## config.mk

```make
export PLATFORM = sky130hd
export DESIGN_NAME = n_queens_first_solution_unit
export DESIGN_NICKNAME = d
export VERILOG_FILES = /design/src/design/nq_pkg.sv /design/src/design/n_queens_first_solution_unit.sv /design/src/design/nq_ctrl.sv /design/src/design/nq_dpath.sv
export SDC_FILE = /design/constraint.sdc
export NUM_CORES = 1
export LEC_CHECK = 0
export BUFFER_PORTS_ARGS = -buffer_cell sky130_fd_sc_hd__buf_4
export CAP_MARGIN = 20
export CORE_ASPECT_RATIO = 0.9
export CORE_MARGIN = 1
export CORE_UTILIZATION = 57
export DETAILED_ROUTE_END_ITERATION = 16
export HOLD_SLACK_MARGIN = 0.02
export MAX_ROUTING_LAYER = met4
export PLACE_DENSITY = 0.73
export SYNTH_ARGS = -nofsm -noshare
export SYNTH_HDL_FRONTEND = slang
export SYNTH_HIERARCHICAL = 1
export SYNTH_SLANG_ARGS = --single-unit
```

## constraint.sdc

```tcl
create_clock -name clk_i -period 16.9 [get_ports clk_i]
set_input_delay 1.69 -clock clk_i [delete_from_list [all_inputs] [get_ports clk_i]]
set_output_delay 1.69 -clock clk_i [all_outputs]
set_load 0.05 [all_outputs]
```

## src/design/nq_pkg.sv

```systemverilog
// Shared constants and controller/datapath interface types for the N-queens search unit.
`default_nettype none
package nq_pkg;

  localparam int MAX_SIZE = 16;
  localparam int SIZE_W   = 5;
  localparam int COL_W    = 4;
  localparam int DIAG_W   = 2 * MAX_SIZE - 1;
  localparam int DIAG_IW  = $clog2(DIAG_W);
  localparam int SUM_W    = SIZE_W + 1;

  typedef struct packed {
    logic load;
    logic place;
    logic back;
    logic emit_row;
    logic emit_fail;
  } nq_cmd_t;

  typedef struct packed {
    logic size_ok;
    logic row_full;
    logic hit;
    logic row_zero;
    logic emit_last;
  } nq_stat_t;

endpackage
`default_nettype wire

```

## src/design/n_queens_first_solution_unit.sv

```systemverilog
// Top level of the N-queens first-solution search unit.
// Usage:
//   Input channel: in_valid_i / in_stall_o carry one word, board_size_i (1..16).
//   A word is taken when in_valid_i is high and in_stall_o is low; in_stall_o
//   stays high from the accepting edge until the last result word is loaded
//   into the output register.
//   Output channel: out_valid_o / out_stall_i carry result words. A found
//   placement gives one word per row (row_index_o, queen_column_o), found_o
//   set and last_o on the final row. Sizes with no placement (2, 3) and sizes
//   of 0 or above 16 give one word with found_o clear and last_o set.
//   Order of work: the size is captured, then the search makes one step per
//   cycle (each placement or backtrack of one queen is one step), a further
//   step sees the full board, then one result word per cycle goes out while
//   the receiver takes them. The step count of the depth-first search depends
//   on the board size; a board of 16 is the worst.
//   One request is in work at a time; the next size is taken once the last
//   word sits in the output register, even while that word is still stalled.
//   Stalls on the output freeze emission; the output word holds steady.
//   Reset (rst_ni low, asynchronous) clears the masks, the control state and
//   the output valid; the column stack is written before it is ever read.
`default_nettype none
module n_queens_first_solution_unit (
  input  wire logic                      clk_i,
  input  wire logic                      rst_ni,
  input  wire logic                      in_valid_i,
  output logic                           in_stall_o,
  input  wire logic [nq_pkg::SIZE_W-1:0] board_size_i,
  output logic                           out_valid_o,
  input  wire logic                      out_stall_i,
  output logic                           found_o,
  output logic [nq_pkg::COL_W-1:0]       row_index_o,
  output logic [nq_pkg::COL_W-1:0]       queen_column_o,
  output logic                           last_o
);
  import nq_pkg::*;

  nq_cmd_t  cmd;
  nq_stat_t stat;

  // Sequencer: decides each cycle whether to place, backtrack or emit.
  nq_ctrl u_ctrl (
    .clk_i       (clk_i),
    .rst_ni      (rst_ni),
    .in_valid_i  (in_valid_i),
    .in_stall_o  (in_stall_o),
    .out_valid_o (out_valid_o),
    .out_stall_i (out_stall_i),
    .stat_i      (stat),
    .cmd_o       (cmd)
  );

  // Datapath: masks, stack and the output word.
  nq_dpath u_dpath (
    .clk_i          (clk_i),
    .rst_ni         (rst_ni),
    .board_size_i   (board_size_i),
    .cmd_i          (cmd),
    .stat_o         (stat),
    .found_o        (found_o),
    .row_index_o    (row_index_o),
    .queen_column_o (queen_column_o),
    .last_o         (last_o)
  );

  // An accepted size keeps the input stalled on the next cycle.
  a_busy_after_accept: assert property (@(posedge clk_i) disable iff (!rst_ni)
    (in_valid_i && !in_stall_o) |=> in_stall_o)
    else $error("input not stalled after accepting a size");

  // A not-found word is always a single, final, zeroed word.
  a_fail_word: assert property (@(posedge clk_i) disable iff (!rst_ni)
    (out_valid_o && !found_o) |-> (last_o && row_index_o == '0 && queen_column_o == '0))
    else $error("malformed not-found word");

  // Rows of a placement follow one another without a gap.
  a_rows_back_to_back: assert property (@(posedge clk_i) disable iff (!rst_ni)
    (out_valid_o && !out_stall_i && !last_o) |=> out_valid_o)
    else $error("gap between row words of one placement");

  // The search never accepts a new size while rows are pending.
  a_no_accept_midrun: assert property (@(posedge clk_i) disable iff (!rst_ni)
    (out_valid_o && !last_o) |-> in_stall_o)
    else $error("input open while a placement is being emitted");

endmodule
`default_nettype wire

```

## src/design/nq_ctrl.sv

```systemverilog
// Sequencer for the N-queens search: request intake, search steps and result emission.
`default_nettype none
module nq_ctrl (
  input  wire logic             clk_i,
  input  wire logic             rst_ni,
  input  wire logic             in_valid_i,
  output logic                  in_stall_o,
  output logic                  out_valid_o,
  input  wire logic             out_stall_i,
  input  wire nq_pkg::nq_stat_t stat_i,
  output nq_pkg::nq_cmd_t       cmd_o
);
  import nq_pkg::*;

  typedef enum logic [1:0] {
    ST_IDLE,
    ST_SEARCH,
    ST_EMIT,
    ST_FAIL
  } state_e;

  state_e state_q, state_d;
  logic   out_valid_q, out_valid_d;
  logic   slot_free;

  assign slot_free   = !out_valid_q || !out_stall_i;
  assign in_stall_o  = (state_q != ST_IDLE);
  assign out_valid_o = out_valid_q;

  always_comb begin
    state_d = state_q;
    cmd_o   = '0;
    out_valid_d = out_valid_q && out_stall_i;
    case (state_q)
      ST_IDLE: begin
        if (in_valid_i) begin
          cmd_o.load = 1'b1;
          state_d    = ST_SEARCH;
        end
      end
      ST_SEARCH: begin
        if (!stat_i.size_ok) begin
          state_d = ST_FAIL;
        end else if (stat_i.row_full) begin
          state_d = ST_EMIT;
        end else if (stat_i.hit) begin
          cmd_o.place = 1'b1;
        end else if (stat_i.row_zero) begin
          state_d = ST_FAIL;
        end else begin
          cmd_o.back = 1'b1;
        end
      end
      ST_EMIT: begin
        if (slot_free) begin
          cmd_o.emit_row = 1'b1;
          out_valid_d    = 1'b1;
          if (stat_i.emit_last) begin
            state_d = ST_IDLE;
          end
        end
      end
      ST_FAIL: begin
        if (slot_free) begin
          cmd_o.emit_fail = 1'b1;
          out_valid_d     = 1'b1;
          state_d         = ST_IDLE;
        end
      end
      default: begin
        state_d = ST_IDLE;
      end
    endcase
  end

  always_ff @(posedge clk_i or negedge rst_ni) begin
    if (!rst_ni) begin
      state_q     <= ST_IDLE;
      out_valid_q <= 1'b0;
    end else begin
      state_q     <= state_d;
      out_valid_q <= out_valid_d;
    end
  end

endmodule
`default_nettype wire

```

## src/design/nq_dpath.sv

```systemverilog
// Search datapath: occupancy masks, column stack, free-column pick and output word registers.
`default_nettype none
module nq_dpath (
  input  wire logic                      clk_i,
  input  wire logic                      rst_ni,
  input  wire logic [nq_pkg::SIZE_W-1:0] board_size_i,
  input  wire nq_pkg::nq_cmd_t           cmd_i,
  output nq_pkg::nq_stat_t               stat_o,
  output logic                           found_o,
  output logic [nq_pkg::COL_W-1:0]       row_index_o,
  output logic [nq_pkg::COL_W-1:0]       queen_column_o,
  output logic                           last_o
);
  import nq_pkg::*;

  logic [SIZE_W-1:0]   size_q;
  logic [SIZE_W-1:0]   row_q, row_d;
  logic [SIZE_W-1:0]   start_q, start_d;
  logic [MAX_SIZE-1:0] used_q, used_d;
  logic [DIAG_W-1:0]   down_q, down_d;
  logic [DIAG_W-1:0]   up_q, up_d;
  logic [COL_W-1:0]    stack_q [MAX_SIZE];
  logic [COL_W-1:0]    eidx_q;

  logic [MAX_SIZE-1:0] free_v;
  logic [SUM_W-1:0]    dsum, usum;
  logic [COL_W-1:0]    pick;
  logic [SIZE_W-1:0]   row_dec;
  logic [COL_W-1:0]    rd_addr, rd_col;
  logic [COL_W-1:0]    tg_row, tg_col;
  logic [SUM_W-1:0]    tg_dsum, tg_usum;
  logic                emit_last;

  // Free columns of the current row at or above the resume point.
  always_comb begin
    free_v = '0;
    dsum   = '0;
    usum   = '0;
    for (int c = 0; c < MAX_SIZE; c++) begin
      if ((c < int'(size_q)) && (c >= int'(start_q)) && (row_q < size_q)) begin
        dsum = SUM_W'(row_q) + SUM_W'(size_q) - SUM_W'(1) - SUM_W'(c);
        usum = SUM_W'(row_q) + SUM_W'(c);
        free_v[c] = !used_q[c] && !down_q[dsum[DIAG_IW-1:0]] && !up_q[usum[DIAG_IW-1:0]];
      end
    end
  end

  // Lowest free column wins.
  always_comb begin
    pick = '0;
    for (int c = MAX_SIZE - 1; c >= 0; c--) begin
      if (free_v[c]) begin
        pick = COL_W'(c);
      end
    end
  end

  assign row_dec = row_q - SIZE_W'(1);
  assign rd_addr = cmd_i.emit_row ? eidx_q : row_dec[COL_W-1:0];
  assign rd_col  = stack_q[rd_addr];

  assign tg_row  = cmd_i.place ? row_q[COL_W-1:0] : row_dec[COL_W-1:0];
  assign tg_col  = cmd_i.place ? pick : rd_col;
  assign tg_dsum = SUM_W'(tg_row) + SUM_W'(size_q) - SUM_W'(1) - SUM_W'(tg_col);
  assign tg_usum = SUM_W'(tg_row) + SUM_W'(tg_col);

  assign emit_last = ((SIZE_W'(eidx_q) + SIZE_W'(1)) == size_q);

  always_comb begin
    row_d   = row_q;
    start_d = start_q;
    used_d  = used_q;
    down_d  = down_q;
    up_d    = up_q;
    if (cmd_i.load) begin
      row_d   = '0;
      start_d = '0;
      used_d  = '0;
      down_d  = '0;
      up_d    = '0;
    end else if (cmd_i.place || cmd_i.back) begin
      used_d[tg_col]               = !used_q[tg_col];
      down_d[tg_dsum[DIAG_IW-1:0]] = !down_q[tg_dsum[DIAG_IW-1:0]];
      up_d[tg_usum[DIAG_IW-1:0]]   = !up_q[tg_usum[DIAG_IW-1:0]];
      if (cmd_i.place) begin
        row_d   = row_q + SIZE_W'(1);
        start_d = '0;
      end else begin
        row_d   = row_dec;
        start_d = SIZE_W'(rd_col) + SIZE_W'(1);
      end
    end
  end

  assign stat_o.size_ok   = (size_q != '0) && (size_q <= SIZE_W'(MAX_SIZE));
  assign stat_o.row_full  = (row_q == size_q);
  assign stat_o.hit       = |free_v;
  assign stat_o.row_zero  = (row_q == '0);
  assign stat_o.emit_last = emit_last;

  always_ff @(posedge clk_i or negedge rst_ni) begin
    if (!rst_ni) begin
      row_q   <= '0;
      start_q <= '0;
      used_q  <= '0;
      down_q  <= '0;
      up_q    <= '0;
      eidx_q  <= '0;
    end else begin
      row_q   <= row_d;
      start_q <= start_d;
      used_q  <= used_d;
      down_q  <= down_d;
      up_q    <= up_d;
      if (cmd_i.load) begin
        eidx_q <= '0;
      end else if (cmd_i.emit_row) begin
        eidx_q <= eidx_q + COL_W'(1);
      end
    end
  end

  // Payload registers: no reset needed.
  always_ff @(posedge clk_i) begin
    if (cmd_i.load) begin
      size_q <= board_size_i;
    end
    if (cmd_i.place) begin
      stack_q[row_q[COL_W-1:0]] <= pick;
    end
    if (cmd_i.emit_row) begin
      found_o        <= 1'b1;
      row_index_o    <= eidx_q;
      queen_column_o <= rd_col;
      last_o         <= emit_last;
    end else if (cmd_i.emit_fail) begin
      found_o        <= 1'b0;
      row_index_o    <= '0;
      queen_column_o <= '0;
      last_o         <= 1'b1;
    end
  end

endmodule
`default_nettype wire
```

### Word level (Yosys, flattened, before mapping)

Memories as Yosys holds them, arrays and structs flattened.
Cells that the tools add are included.

* $add $sub $neg: 41
* magnitude comparators: 72
* eq/ne operators: 11
* mux-type cells: 157
* reduce and logical (&&, ||, !) cells: 134

Operators with widths (count)
* $lt A5 B6 Y1 const B: 34
* $bmux W1 S5: 34
* $mux W31: 4
* $mux W4: 24
* $logic_and A1 B1 Y1: 69
* $mux W1: 68
* $bwmux W31: 2
* $logic_not A1 Y1: 53
* $add A5 B4 Y5 const B: 8
* $ge A4 B5 Y1 const A: 8
* $lt A4 B5 Y1 const A: 8
* $sub A5 B4 Y5 const B: 8
* $mux W16: 2
* $mux W5: 6
* $mux W2: 11
* $add A5 B3 Y5 const B: 4
* $ge A3 B5 Y1 const A: 4
* $lt A3 B5 Y1 const A: 4
* $sub A5 B1 Y5 const B: 4
* $sub A5 B3 Y5 const B: 4
* $bwmux W16: 1
* $reduce_or A16 Y1: 1
* $add A4 B1 Y5 const B: 2
* $add A5 B1 Y5 const B: 2
* 33 further kinds: 50

* flip-flop bits (word level): 110
* RAM bits: 64
* input bits: 9
* output and inout bits: 12
* memories: 1

Memory list
* u_dpath.stack_q: words 16, width 4, read ports 1, clocked after memory_dff 0, wr ports 1, line nq_dpath.sv:22 `logic [COL_W-1:0] stack_q [MAX_SIZE];`

### Longest topological paths before layout

* word-level depth: 34
* mapped depth: 46

### By module

Netlist, hierarchy kept.

Modules (own cells, without submodules)
* nq_dpath: instances 1, cells an instance 1238, area an instance 13913.3 sq um, seq. area each 4664.5 sq um
* nq_ctrl: instances 1, cells an instance 23, area an instance 190.2 sq um, seq. area each 75.1 sq um

### Worst setup path before layout

Ideal clock, no wire load.

* kind: flip-flop to flip-flop
* start point: reg u_dpath.row_q[1]
* end point: reg u_dpath.down_q[12]
* library setup time: 0.084 ns
* arrival: 8.898 ns
* setup slack: 7.918 ns
* cell stages (with the launch flop): 40
* path buffers: 9
* period minus slack after synthesis: 8.982 ns
* path through: dfrtp_1 > buf_2 > buf_2 > buf_2 > inv_1 > ha_1 > inv_1 > ha_1 > ha_1 > buf_4 > buf_2 > clkinv_1 > ha_1 > a21boi_0 > xnor2_1 > mux4_2 > a21o_4 > or3_1 > [... 4 more ...] > clkbuf_1 > inv_1 > or2_2 > o21ai_0 > o21ba_2 > inv_1 > buf_2 > fa_1 > inv_1 > ha_1 > fa_1 > xor2_1 > mux4_2 > nand2_1 > nand3_1 > or3_1 > clkbuf_1 > o21ai_0

RTL lines
* start, declared: line nq_dpath.sv:17 `logic [SIZE_W-1:0] row_q, row_d;`
* start signal, assigned: line nq_dpath.sv:110 `row_q <= row_d;`
* end signal, assigned: line nq_dpath.sv:113 `down_q <= down_d;`
* end, declared: line nq_dpath.sv:20 `logic [DIAG_W-1:0] down_q, down_d;`

==> load_flow_metrics.sql <==
INSERT INTO impl_metrics (metric_group, metric, value, unit) VALUES
('grt', 'pin_count_of_the_biggest_net_entering_global_routing', '96', ''),
('final_layout', 'n_antenna_cell', '0', ''),
('route', 'detail_route.wirelength', '38500', 'um'),
('min_path', 'min_path_type', 'flop to flop', ''),
('sta', 'slew_viol_final', '0', ''),
('sta', 'timing.clock.skew', '15.1', 'ps'),
('clocking', 'cts_post_setup_buffers_inserted', '0', ''),
('clocking', 'htree_levels', '4', ''),
('grt', 'grt_pass1_wl', '59500', 'um'),
('grt', 'via_count_of_the_first_global_routing_pass', '10000', ''),
('floorplan', 'dieWidth', '168', 'um'),
('yosys', 'seq_area_frac_synth', '0.336', ''),
('sta', 'max_clock_freq', '0.0926', 'GHz'),
('clocking', 'clock-sinks', '174', ''),
('critical_path', 'setup.worst_path.end_class', 'flop', ''),
('route', 'starting_drt_drc_count', '1249', ''),
('critical_path', 'worst_path_max_delay_cell', 'ha_1', ''),
('yosys', 'post_synth_mux_area_share', '0.277', ''),
('clocking', 'cts_tree', 'built', ''),
('sta', 'setup_viol', '0', ''),
('sta', 'hold_fails_final_rpt', '0', ''),
('status', 'run_status', 'completed', ''),
('yosys', 'post_synth_instance_area', '14100', 'um2'),
('clocking', 'cts_hold_repair.buffers', '0', ''),
('grt', 'antenna_found_initial', '0', ''),
('sta', 'finalCritPeriodShare', '0.639', ''),
('final_layout', 'final_core_area_utilization', '0.620', ''),
('yosys', 'yosys.area_share.simple', '0.131', ''),
('route', 'wl_per_cell', '24.7', 'um'),
('yosys', 'asyncSetResetFlopFracSynth', '0.546', ''),
('critical_path', 'critical_path.max_fanout', '17', ''),
('floorplan', 'initial_utilization', '0.581', ''),
('floorplan', 'core', '24300', 'um2'),
('floorplan', 'boundaryPins', '21', ''),
('critical_path', 'arrival', '11150', 'ps'),
('sta', 'tightest_slew', '1060', 'ps'),
('sta', 'rsz0062_at_grt', 'false', ''),
('route', 'dr_total_vias', '10900', ''),
('grt', 'gr-usage-all-layers', '0.321', ''),
('clocking', 'cts_repair_resized_insts', '0', ''),
('critical_path', 'type_of_element_launching_the_critical_path', 'flop', ''),
('yosys', 'synth-seq-cells', '174', ''),
('floorplan', 'vertical_die_dimension', '151', 'um'),
('yosys', 'syn-num-nets', '1319', ''),
('critical_path', 'crit_path_most_repeated_cell', 'ha_1', ''),
('final_layout', 'drive_gt1_frac', '0.197', ''),
('place', 'dp_hpwl', '28100', 'um'),
('critical_path', 'max_stage_delay', '870', 'ps'),
('floorplan', 'placementRows', '54', ''),
('route', 'drc', '0', ''),
('sta', 'timing.slew.headroom', '0.292', ''),
('flow_run', 'maxcap_violations', '0', ''),
('critical_path', 'criticalPathCategory', 'flop to flop', ''),
('clocking', 'clock_insertion_delay_worst_skew', '440', 'ps'),
('critical_path', 'cp.required', '17250', 'ps'),
('yosys', 'synthCells', '1261', ''),
('yosys', 'ys_types', '78', ''),
('route', 'antenna_left', '0', ''),
('yosys', 'synthAdderAreaFrac', '0.0467', ''),
('yosys', 'synth_compound_gate_area_share', '0.121', ''),
('sta', 'post_route_minimum_period', '10790', 'ps'),
('floorplan', 'design.die.area', '25400', 'um2'),
('clocking', 'clkTransAtPathRegs', '70', 'ps'),
('clocking', 'max-clock-path-buffers', '2', ''),
('yosys', 'synth_xor_xnor_area_share', '0.0476', ''),
('yosys', 'synth_enable_flop_cells', '78', ''),
('place', 'buffer_ports.inserted', '20', ''),
('yosys', 'synth.avg_cell_area', '11.2', 'um2'),
('yosys', 'postSynth.topFlopCell', 'dfrtp_1', ''),
('clocking', 'number_of_clock_buffers_inserted_by_tritoncts', '17', ''),
('yosys', 'synth_top_family_by_area', 'multiplexers', ''),
('route', 'via_per_inst', '6.98', ''),
('sta', 'fin_setup_tns', '0', 'ps'),
('place', 'routabilityCongestion', '1.00', ''),
('grt', 'global_route.overflow_total', '0', ''),
('yosys', 'yosysWarningCount', '6', ''),
('clocking', 'clock-root-buffer', 'clkbuf_16', ''),
('final_layout', 'layout_overhead_on_the_synthesized_area', '6.56', '%'),
('route', 'first_pass_iters', '5', ''),
('final_layout', 'final_net_count', '1296', '');
==> synthesized netlist by cell type, types with 21 or more instances <==
| cell type | instances | area, um2 |
|---|---|---|
| dfrtp_1 | 95 | 2380 |
| nor2_1 | 55 | 206 |
| a21oi_1 | 27 | 135 |
| nor2b_1 | 78 | 488 |
| mux4_2 | 131 | 2950 |
| clkbuf_1 | 44 | 165 |
| o21ai_0 | 148 | 741 |
| buf_2 | 21 | 105 |
| nand3_1 | 29 | 145 |
| and3_1 | 26 | 163 |
| inv_1 | 42 | 158 |
| mux2i_1 | 80 | 801 |
| ha_1 | 43 | 538 |
| edfxtp_1 | 78 | 2340 |
| nand2_1 | 63 | 236 |
| xnor2_1 | 41 | 359 |
| xor2_1 | 27 | 236 |
==> worst paths after layout <==
| check | startpoint | end | slack (ps) | cells past startpoint |
|---|---|---|---|---|
| min in group asynchronous | rst_ni | u_ctrl/state_q[0] | 1120 | 1 |
| max in group asynchronous | rst_ni | u_dpath/up_q[29] | 14740 | 3 |
| max | u_dpath/row_q[2] | u_dpath/down_q[0] | 6110 | 29 |
| max reg2reg | u_dpath/row_q[2] | u_dpath/down_q[0] | 6110 | 29 |
| min | u_dpath/found_o | u_dpath/found_o | 450 | 1 |
| min reg2reg | u_dpath/found_o | u_dpath/found_o | 450 | 1 |
==> cell type report <==
class / count / area [um2]
fillers: 1945 / 9230
multi-input cells: 958 / 8810
inverters: 47 / 176
repair buffers: 40 / 327
flip-flops and latches: 174 / 4740
clock buffers: 17 / 425
clock inverters: 15 / 166
well taps: 308 / 385
==> cell families after synthesis <==
| family | after synthesis |
|---|---|
| AND/OR/NAND/NOR | 340 |
| XOR/XNOR | 72 |
| AO/OA/AOI/OAI | 272 |
| flip-flops | 174 |
| multiplexers | 225 |
| buffers and inverters | 129 |
| adder cells (fa/ha/maj) | 49 |
==> critical path, delay by kind of cell (launching register included) <==
family	cells	cell delay, ps
xor gates and xnor gates	3	860
DFF	1	750
muxes	2	1170
and+or+nand+nor	8	1760
AOI/OAI and AO/OA	5	1260
adders and majority gates	6	3040
buffers and inverters	5	1850
==> flip-flops by register name, summed over array words and instances (netlist names) <==
register,cells
u_dpath/up_q,31
u_dpath/queen_column_o,4
u_dpath/stack_q,64
u_dpath/start_q,5
u_ctrl/out_valid_o,1
u_dpath/down_q,31
u_ctrl/state_q,2
u_dpath/used_q,16
u_dpath/size_q,5
u_dpath/last_o,1
u_dpath/row_index_o,4
u_dpath/row_q,5
u_dpath/eidx_q,4
u_dpath/found_o,1
==> layout by cell type, fill, tap and decap left out, types with 41 or more instances in the layout <==
cell      count
xnor2_1      41
nor2b_1      78
edfxtp_1     78
dfrtp_1      94
mux4_2      131
nor2_1       54
mux2i_1      79
inv_1        42
ha_1         42
nand2_1      63
o21ai_0     148
==> layer usage <==
metal  vias up  share of wire  global-route usage
li1       4789              -                   -
met1      5394           0.44               0.469
met2       652           0.44               0.462
met3        51           0.10              0.0611
met4         0          0.018              0.0803
met5         -              0                   -
==> through the flow <==
step | std cells | area [um2] | hold WS, ps | setup slack, ps
finish | 1559 | 15000 | 455 | 6110
global route | 1559 | 15000 | 473 | 5270
CTS | 1557 | 15000 | 460 | 6220
detailed placement | 1525 | 14400 | 442 | 6280
global placement | 1524 | 14400 | 440 | 6660
floorplan | 1261 | 14100 | 446 | 7920
Power is not shown: default switching activity piles up to over one toggle a cycle in this logic, so the estimate is an artifact.
